### config.mk
export PLATFORM = sky130hd
export DESIGN_NAME = odometer_seven_segment_formatter
export DESIGN_NICKNAME = d
export VERILOG_FILES = /design/src/rtl/osf_pkg.sv /design/src/rtl/odometer_seven_segment_formatter.sv
export SDC_FILE = /design/constraint.sdc
export NUM_CORES = 1
export LEC_CHECK = 0
export BUFFER_PORTS_ARGS = -buffer_cell sky130_fd_sc_hd__buf_2
export CAP_MARGIN = 15
export CORE_UTILIZATION = 44
export DETAILED_ROUTE_END_ITERATION = 10
export PLACE_DENSITY_LB_ADDON = 0.15
export SYNTH_ARGS = -nofsm -noshare
export SYNTH_HDL_FRONTEND = slang
export SYNTH_SLANG_ARGS = --single-unit
export TNS_END_PERCENT = 1
### constraint.sdc
create_clock -name clk -period 8.2 [get_ports clk]
set_clock_uncertainty 0.05 [all_clocks]
set_input_delay 1.64 -clock clk [delete_from_list [all_inputs] [get_ports clk]]
set_output_delay 1.64 -clock clk [all_outputs]
set_load 0.03 [all_outputs]
### src/rtl/osf_pkg.sv
package osf_pkg;

    localparam logic [1:0] MODE_TOTAL = 2'd0;
    localparam logic [1:0] MODE_TRIP  = 2'd1;
    localparam logic [1:0] MODE_FIXED = 2'd2;

    localparam logic [19:0] TOTAL_MAX = 20'd999999;
    localparam logic [19:0] TRIP_MAX  = 20'd9999;
    localparam logic [19:0] FIXED_MAX = 20'd99999;
    localparam logic [3:0]  DIGIT_MAX = 4'd9;

    // floor(v / 1000) == (v * DIV1000_MUL) >> DIV1000_SHIFT for v < 2**20
    localparam int          DIV1000_SHIFT = 30;
    localparam logic [40:0] DIV1000_MUL   = 41'd1073742;

    localparam logic [6:0] SEG_A = 7'h01;
    localparam logic [6:0] SEG_B = 7'h02;
    localparam logic [6:0] SEG_C = 7'h04;
    localparam logic [6:0] SEG_D = 7'h08;
    localparam logic [6:0] SEG_E = 7'h10;
    localparam logic [6:0] SEG_F = 7'h20;
    localparam logic [6:0] SEG_G = 7'h40;
    localparam logic [6:0] SEG_BLANK = 7'h00;

    typedef struct packed {
        logic [1:0]  func;
        logic [19:0] value;
        logic [3:0]  frac_digit;
    } cmd_t;

    typedef struct packed {
        logic [6:0] seg_pos0;
        logic [6:0] seg_pos1;
        logic [6:0] seg_pos2;
        logic [6:0] seg_pos3;
        logic [6:0] seg_pos4;
        logic [6:0] seg_pos5;
        logic       point_on;
        logic       status;
    } disp_t;

    typedef struct packed {
        logic [1:0] func;
        logic [3:0] frac_digit;
        logic       bad;
    } ctl_t;

    typedef struct packed {
        logic [3:0] hi;
        logic [6:0] rem;
    } div100_t;

    typedef struct packed {
        logic [3:0] tens;
        logic [3:0] ones;
    } div10_t;

    // x below 1000
    function automatic div100_t split100(input logic [9:0] x);
        logic [15:0] prod;
        logic [9:0]  rest;
        div100_t     res;
        prod     = {6'd0, x} * 16'd41;
        res.hi   = prod[15:12];
        rest     = x - {6'd0, res.hi} * 10'd100;
        res.rem  = rest[6:0];
        return res;
    endfunction

    // x below 100
    function automatic div10_t split10(input logic [6:0] x);
        logic [14:0] prod;
        logic [6:0]  rest;
        div10_t      res;
        prod     = {8'd0, x} * 15'd205;
        res.tens = prod[14:11];
        rest     = x - {3'd0, res.tens} * 7'd10;
        res.ones = rest[3:0];
        return res;
    endfunction

    function automatic logic [6:0] seg_encode(input logic [3:0] d);
        logic [6:0] seg;
        unique case (d)
            4'd0:    seg = SEG_A | SEG_B | SEG_C | SEG_D | SEG_E | SEG_F;
            4'd1:    seg = SEG_B | SEG_C;
            4'd2:    seg = SEG_A | SEG_B | SEG_D | SEG_E | SEG_G;
            4'd3:    seg = SEG_A | SEG_B | SEG_C | SEG_D | SEG_G;
            4'd4:    seg = SEG_B | SEG_C | SEG_F | SEG_G;
            4'd5:    seg = SEG_A | SEG_C | SEG_D | SEG_F | SEG_G;
            4'd6:    seg = SEG_A | SEG_C | SEG_D | SEG_E | SEG_F | SEG_G;
            4'd7:    seg = SEG_A | SEG_B | SEG_C;
            4'd8:    seg = SEG_A | SEG_B | SEG_C | SEG_D | SEG_E | SEG_F | SEG_G;
            4'd9:    seg = SEG_A | SEG_B | SEG_C | SEG_D | SEG_F | SEG_G;
            default: seg = SEG_BLANK;
        endcase
        return seg;
    endfunction

endpackage

### src/rtl/odometer_seven_segment_formatter.sv
// Throughput: one word per cycle unless a disp_stall holds the output; six
// register stages (range check, divide by 1000, remainder, divide by 100,
// divide by 10, blank and encode).
// A disp_stall freezes every stage at once while the output word is held.
// Reset (rst_n low, asynchronous) clears all stage valid bits; no word is
// lost or repeated across a stall.
module odometer_seven_segment_formatter (
    input  logic                  clk,
    input  logic                  rst_n,
    input  logic                  cmd_valid,
    output logic                  cmd_stall,
    input  osf_pkg::cmd_t         cmd,
    output logic                  disp_valid,
    input  logic                  disp_stall,
    output osf_pkg::disp_t        disp
);

    logic advance;

    logic                s1_valid_reg, s2_valid_reg, s3_valid_reg;
    logic                s4_valid_reg, s5_valid_reg, disp_valid_reg;
    osf_pkg::ctl_t       s1_ctl_reg, s2_ctl_reg, s3_ctl_reg, s4_ctl_reg, s5_ctl_reg;
    osf_pkg::ctl_t       s1_ctl_next;
    logic [19:0]         s1_val_reg, s1_val_next, s2_val_reg;
    logic [9:0]          s2_q_reg, s2_q_next, s3_q_reg, s3_r_reg, s3_r_next;
    osf_pkg::div100_t    s4_q_reg, s4_r_reg, s4_q_next, s4_r_next;
    logic [3:0]          s5_dig_reg [6];
    osf_pkg::div10_t     s5_qt_next, s5_rt_next;
    osf_pkg::disp_t      disp_reg, disp_next;

    logic [40:0]         s2_prod;
    logic [19:0]         s3_q1000;
    logic [4:0]          lead_zero;
    logic [5:0]          blank;
    logic [6:0]          seg [6];

    assign advance   = !(disp_valid_reg && disp_stall);
    assign cmd_stall = !advance;

    // stage 1: range check; saturate total and trip, flag bad fixed and undefined words
    always_comb
    begin
        s1_ctl_next.func       = cmd.func;
        s1_ctl_next.frac_digit = cmd.frac_digit;
        s1_ctl_next.bad        = 1'b0;
        s1_val_next            = cmd.value;
        case (cmd.func)
            osf_pkg::MODE_TOTAL:
            begin
                if (cmd.value > osf_pkg::TOTAL_MAX)
                begin
                    s1_val_next = osf_pkg::TOTAL_MAX;
                end
            end
            osf_pkg::MODE_TRIP:
            begin
                if (cmd.value > osf_pkg::TRIP_MAX)
                begin
                    s1_val_next = osf_pkg::TRIP_MAX;
                end
            end
            osf_pkg::MODE_FIXED:
            begin
                if (cmd.value > osf_pkg::FIXED_MAX || cmd.frac_digit > osf_pkg::DIGIT_MAX)
                begin
                    s1_ctl_next.bad = 1'b1;
                    s1_val_next     = '0;
                end
            end
            default:
            begin
                s1_ctl_next.bad = 1'b1;
                s1_val_next     = '0;
            end
        endcase
    end

    // stage 2: thousands
    assign s2_prod   = {21'd0, s1_val_reg} * osf_pkg::DIV1000_MUL;
    assign s2_q_next = s2_prod[osf_pkg::DIV1000_SHIFT +: 10];

    // stage 3: remainder below 1000
    assign s3_q1000  = {10'd0, s2_q_reg} * 20'd1000;
    assign s3_r_next = 10'(s2_val_reg - s3_q1000);

    // stage 4: hundreds
    assign s4_q_next = osf_pkg::split100(s3_q_reg);
    assign s4_r_next = osf_pkg::split100(s3_r_reg);

    // stage 5: tens and ones
    assign s5_qt_next = osf_pkg::split10(s4_q_reg.rem);
    assign s5_rt_next = osf_pkg::split10(s4_r_reg.rem);

    // stage 6: blank and encode
    always_comb
    begin
        lead_zero[0] = (s5_dig_reg[0] == 4'd0);
        for (int i = 1; i < 5; i++)
        begin
            lead_zero[i] = lead_zero[i-1] && (s5_dig_reg[i] == 4'd0);
        end
        blank = '0;
        case (s5_ctl_reg.func)
            osf_pkg::MODE_TOTAL: blank = {1'b0, lead_zero[4:0]};
            osf_pkg::MODE_TRIP:  blank = {2'b00, lead_zero[3:0]};
            default:             blank = '0;
        endcase
        for (int i = 0; i < 6; i++)
        begin
            seg[i] = blank[i] ? osf_pkg::SEG_BLANK : osf_pkg::seg_encode(s5_dig_reg[i]);
        end
        if (s5_ctl_reg.func == osf_pkg::MODE_FIXED)
        begin
            // show the five low digits, then the fraction digit
            for (int i = 0; i < 5; i++)
            begin
                seg[i] = osf_pkg::seg_encode(s5_dig_reg[i+1]);
            end
            seg[5] = osf_pkg::seg_encode(s5_ctl_reg.frac_digit);
        end
        disp_next.seg_pos0 = seg[0];
        disp_next.seg_pos1 = seg[1];
        disp_next.seg_pos2 = seg[2];
        disp_next.seg_pos3 = seg[3];
        disp_next.seg_pos4 = seg[4];
        disp_next.seg_pos5 = seg[5];
        disp_next.point_on = (s5_ctl_reg.func != osf_pkg::MODE_TOTAL);
        disp_next.status   = 1'b0;
        if (s5_ctl_reg.bad)
        begin
            disp_next        = '0;
            disp_next.status = 1'b1;
        end
    end

    always_ff @(posedge clk or negedge rst_n)
    begin
        if (!rst_n)
        begin
            s1_valid_reg   <= 1'b0;
            s2_valid_reg   <= 1'b0;
            s3_valid_reg   <= 1'b0;
            s4_valid_reg   <= 1'b0;
            s5_valid_reg   <= 1'b0;
            disp_valid_reg <= 1'b0;
        end
        else if (advance)
        begin
            s1_valid_reg   <= cmd_valid;
            s2_valid_reg   <= s1_valid_reg;
            s3_valid_reg   <= s2_valid_reg;
            s4_valid_reg   <= s3_valid_reg;
            s5_valid_reg   <= s4_valid_reg;
            disp_valid_reg <= s5_valid_reg;
        end
    end

    always_ff @(posedge clk)
    begin
        if (advance)
        begin
            s1_ctl_reg    <= s1_ctl_next;
            s1_val_reg    <= s1_val_next;
            s2_ctl_reg    <= s1_ctl_reg;
            s2_val_reg    <= s1_val_reg;
            s2_q_reg      <= s2_q_next;
            s3_ctl_reg    <= s2_ctl_reg;
            s3_q_reg      <= s2_q_reg;
            s3_r_reg      <= s3_r_next;
            s4_ctl_reg    <= s3_ctl_reg;
            s4_q_reg      <= s4_q_next;
            s4_r_reg      <= s4_r_next;
            s5_ctl_reg    <= s4_ctl_reg;
            s5_dig_reg[0] <= s4_q_reg.hi;
            s5_dig_reg[1] <= s5_qt_next.tens;
            s5_dig_reg[2] <= s5_qt_next.ones;
            s5_dig_reg[3] <= s4_r_reg.hi;
            s5_dig_reg[4] <= s5_rt_next.tens;
            s5_dig_reg[5] <= s5_rt_next.ones;
            disp_reg      <= disp_next;
        end
    end

    assign disp_valid = disp_valid_reg;
    assign disp       = disp_reg;

    a_quotient_range: assert property (@(posedge clk) disable iff (!rst_n)
        s2_valid_reg |-> s2_q_reg <= 10'd999)
        else $error("thousands quotient out of range");

    a_remainder_range: assert property (@(posedge clk) disable iff (!rst_n)
        s3_valid_reg |-> s3_r_reg <= 10'd999)
        else $error("remainder out of range");

    a_bad_blank: assert property (@(posedge clk) disable iff (!rst_n)
        disp_valid_reg && disp_reg.status |->
            !disp_reg.point_on && disp_reg.seg_pos0 == osf_pkg::SEG_BLANK &&
            disp_reg.seg_pos5 == osf_pkg::SEG_BLANK)
        else $error("invalid word carries segments");

    a_last_digit_lit: assert property (@(posedge clk) disable iff (!rst_n)
        disp_valid_reg && !disp_reg.status |-> disp_reg.seg_pos5 != osf_pkg::SEG_BLANK)
        else $error("rightmost digit blanked");

    a_point_digit_lit: assert property (@(posedge clk) disable iff (!rst_n)
        disp_valid_reg && disp_reg.point_on |-> disp_reg.seg_pos4 != osf_pkg::SEG_BLANK)
        else $error("digit before point blanked");

endmodule

[Word level (Yosys, flattened, before mapping)]
Memories as Yosys holds them, arrays and structs flattened. A register that Yosys moved wholly into a read port is not among the register bits.
Index checks and enable logic that the tools add are counted.
W data, S select, Z words.
Storage, ports and cells
  register bits after elaboration: 167
  RAM bits: 24
  ROM bits: 1344
  input port bits: 30
  output and inout bits: 46
  logic and storage cells: 106
  memories: 13
Memory list
  (no name shown): words 16, bits a word 7, read ports 1, clocked after memory_dff 0, wr ports 0, RTL line osf_pkg.sv:84  | unique case (d)
  (no name shown): words 16, bits a word 7, read ports 1, clocked after memory_dff 0, wr ports 0, RTL line osf_pkg.sv:84
  (no name shown): words 16, bits a word 7, read ports 1, clocked after memory_dff 0, wr ports 0, RTL line osf_pkg.sv:84
  (no name shown): words 16, bits a word 7, read ports 1, clocked after memory_dff 0, wr ports 0, RTL line osf_pkg.sv:84
  (no name shown): words 16, bits a word 7, read ports 1, clocked after memory_dff 0, wr ports 0, RTL line osf_pkg.sv:84
  (no name shown): words 16, bits a word 7, read ports 1, clocked after memory_dff 0, wr ports 0, RTL line osf_pkg.sv:84
  +7 memories
Operators by class
  $add $sub $neg: 5
  $mul: 10
  $lt $le $gt $ge: 4
  equal/unequal tests: 4
  muxes and demuxes: 17
  reductions and logical operators: 15
Operators with widths (number)
  $mux W20: 3
  $pmux W20 S3: 1
  $mux W42: 1
  $mux W7: 6
  $mul A20 B20 Y39 const B: 1
  $mul A10 B6 Y16 const B: 2
  $mul A7 B8 Y15 const B: 2
  $gt A20 B14 Y1 const B: 1
  $gt A20 B17 Y1 const B: 1
  $gt A20 B20 Y1 const B: 1
  $logic_not A4 Y1: 5
  $sub A7 B7 Y7: 2
  $mul A10 B7 Y7 const B: 1
  $mul A4 B5 Y5 const B: 2
  $pmux W5 S2: 1
  $sub A10 B10 Y10: 1
  $mul A4 B3 Y3 const B: 2
  $sub A4 B4 Y4: 2
  $logic_and A1 B1 Y1: 5
  $eq A2 B1 Y1 const B: 2
  $eq A2 B2 Y1 const B: 2
  $gt A4 B4 Y1 const B: 1
  $logic_not A2 Y1: 2
  $mux W4: 1
  5 further kinds: 7

[Longest topological paths before layout]
An unclocked memory read counts as a cell.
  depth after elaboration: 9
  gate-level depth with buffers: 20
  gate-level depth less buffers: 20

[Worst setup path before layout]
No wires, ideal clock.
  kind: in2out
  start point: in disp_stall
  end point: out cmd_stall
  data arrival time: 8.392 ns
  data required time: 6.510 ns
  slack: -1.882 ns
  cell stages on the path: 3
  buffers on the path: 1
  cells stage by stage: nand2_1 > buf_1 > inv_1
Between the ends
  cells in the longest elaborated chain, start to end: 1
RTL lines
  start, declared: RTL line odometer_seven_segment_formatter.sv:14  | input logic disp_stall,
  $logic_and A1 B1 Y1: RTL line odometer_seven_segment_formatter.sv:37  | assign advance = !(disp_valid_reg && disp_stall);
  end, declared: RTL line odometer_seven_segment_formatter.sv:11  | output logic cmd_stall,
Every way passes these cells.

[Worst setup path in the final report]
  start point: reg s1_val_reg[2]
  end point: reg s2_q_reg[9] (data pin)
Between the ends
  cells in the longest elaborated chain, start to end: 1
RTL lines
  start, declared: RTL line odometer_seven_segment_formatter.sv:24  | logic [19:0] s1_val_reg, s1_val_next, s2_val_reg;
  start signal, assigned: RTL line odometer_seven_segment_formatter.sv:163  | s1_val_reg <= s1_val_next;
  $mul A20 B20 Y39: RTL line odometer_seven_segment_formatter.sv:79  | assign s2_prod = {21'd0, s1_val_reg} * osf_pkg::DIV1000_MUL;
  net s2_prod[39]: RTL line odometer_seven_segment_formatter.sv:31  | logic [40:0] s2_prod;
  end signal, assigned: RTL line odometer_seven_segment_formatter.sv:166  | s2_q_reg <= s2_q_next;
  end, declared: RTL line odometer_seven_segment_formatter.sv:25  | logic [9:0] s2_q_reg, s2_q_next, s3_q_reg, s3_r_reg, s3_r_next;
The timed path passes the listed nets, and every way through them passes these cells.
A chain may end at the register's enable or synchronous reset.

==> results.tsv <==
metric	value	unit
outcome	finished, final reports clean	
Final Util	0.486	
DIE AREA	41300	um^2
max cap viols	0	
synth unique cells	58	
initial DRC count	435	
measured slew at the worst slew-check pin	1.05	ns
Placed Area	18800	um^2
vias in the first global route	11500	
RSZ-0062 raised after global routing	no	
Synth Flop Type	edfxtp_1	
Final period util	0.749	
mean post-synth cell area	10.9	um^2
max reg flops	44	
number of buffers created by CTS	17	
CP Cell Sequence	ha_1 > ha_1 > inv_1 > fa_1 > inv_1 > ha_1 > fa_1 > inv_1 > fa_1 > fa_1 > inv_1 > ha_1 > nand4_1 > nor3_1 > o211ai_1 > a31oi_1 > a21oi_1 > o41ai_1 > xnor2_1	
Final #Nets	2219	
Resize count post-CTS	0	
Buffers & Inverters on Critical Path	4	
post-synth net total	2149	
TritonCTS clock tree	yes	
#FFs+latches synth	198	
Total Routed Length	34600	um
kind of critical path	reg -> reg	
area of the multi-input gates	10600	um^2
# diodes	0	
Max Fclk	163	MHz
Vias/cell	5.10	
DR vias	11400	
Final Cell Area	19300	um^2
sequential fraction of the synthesis area	0.328	
Post-synth ARST share	0.0303	
GRT Util Overall	0.175	
final worst-path setup slack	2.06	ns
total grt overflow	0	
Post-CTS Hold Fix Bufs	0	
Die X	203	um
first-pass GRT wire length	57400	um
post-route ant nets	0	
Clk pin slew, worst setup/hold paths	0.08	ns
Mapped Area	17800	um^2
Port Buffers	75	
wire per inst	15.5	um
final setup TNS	0	ns
final hold vios	0	
Post-CTS Setup Inserts	0	
worst hold path type	reg -> reg	
Post-route DRC	0	
ranking of synthesized cells by area	edfxtp_1 31%, ha_1 26%, fa_1 13%, inv_1 6.8%, xnor2_1 2.6%	
most common cell in the netlist	ha_1	
crit path max fanout	7	
CP required	8.33	ns
Setup crit start kind	register	
Mapped Cells	1628	
Max Root-Sink Buffers	2	
Final GP Congestion	0.904	
Largest stage delay, worst path	0.55	ns
Die Y	203	um
FILL cells	3740	
Crit. End Element	register	
Placeable Area	39800	um^2
total area of sequential cells	5850	um^2
H-tree levels	4	
effective utilization at floorplan	0.447	
Site Rows	73	
Root Driver	clkbuf_16	
fin crit period	6.14	ns
fin. max-slew vios	0	
antenna violations before repair	0	
layout cell share with drive strength beyond 1	0.0742	
Final setup viols	0	
most frequent cells after synthesis	374 x ha_1, 322 x inv_1, 185 x edfxtp_1	
Post-Place Setup Slack	2.12	ns
critical path's top delay family	adder cells	
largest net degree at the start of global routing	86	
clk_lat worst skew	0.43	ns
CP Data Arrival Time	6.26	ns
EDFF count, synth	185	
DR pass1 iterations	5	
IO Pins	76	
clock tree sinks	198	
Synth area leader	edfxtp_1	
top cell type's share of synthesized area	0.312	
slowest CP cell	edfxtp_1	
P&R area growth vs syn	8.64	%
synth warn	0	
Final HPWL DP	28200	um
Slew headroom	0.297	
## per-stage QoR
step                      hold slack (ns)  instances
after floorplan                     0.350       1628
after global placement              0.351       2204
after detailed placement            0.355       2204
after CTS                           0.371       2236
after global routing                0.376       2236
final                               0.369       2236
## worst reg2reg max path, delay by kind of cell (launching register included)
kind,cells,cell delay (ns)
fa+ha+maj,8,3.30
compound gates,4,1.17
flops,1,0.55
simple gates,2,0.49
buf+inv,4,0.21
xor+xnor,1,0.12
## final timing paths
path	slack, ns	depth (start not counted)	to	start
worst max-delay path	2.06	19	s2_q_reg[9]	s1_val_reg[2]
worst min-delay path	0.37	0	s3_ctl_reg[1]	s2_ctl_reg[1]
worst max register to register	2.06	19	s2_q_reg[9]	s1_val_reg[2]
worst min register to register	0.37	0	s3_ctl_reg[1]	s2_ctl_reg[1]
max in group asynchronous	6.99	1	s5_valid_reg	rst_n
min in group asynchronous	0.97	1	s4_valid_reg	rst_n
## layout make-up
| class | count | share of cell area |
|---|---|---|
| clock buffer | 20 | 0.0236 |
| clock inverter | 12 | 0.00660 |
| timing repair buffer | 80 | 0.0213 |
| inverter | 322 | 0.0625 |
| sequential | 198 | 0.302 |
| multi-input combinational | 1079 | 0.550 |
| tap | 525 | 0.0340 |
## per-layer routing
metal / vias up / global-route usage / part of all wire
li1: 5738 / - / -
met1: 5465 / 0.231 / 0.47
met2: 167 / 0.306 / 0.49
met3: 31 / 0.0193 / 0.025
met4: 0 / 0.0419 / 0.015
met5: - / 0 / 0
## cells in the final DEF (no fill, tap or decap), drive strengths merged, types with 28 or more instances in the layout
cell type and count:
nor2 62, edfxtp 185, fa 117, inv 330, nand3 28, a21oi 77, buf 80, o21ai 54
nand2 52, nor3 28, xnor2 53, a21o 33, ha 374
## cell families after synthesis
group | after synthesis | share of synthesized area
adders and majority gates | 491 | 0.394
buffers and inverters | 351 | 0.0749
AOI/OAI and AO/OA | 259 | 0.0910
and+or+nand+nor | 246 | 0.0689
DFF | 198 | 0.328
xor gates and xnor gates | 68 | 0.0335
muxes | 15 | 0.00893
Power is left out: the tool's default activity adds up to more than one toggle a clock period on the data nets, which glitch-free logic cannot reach.
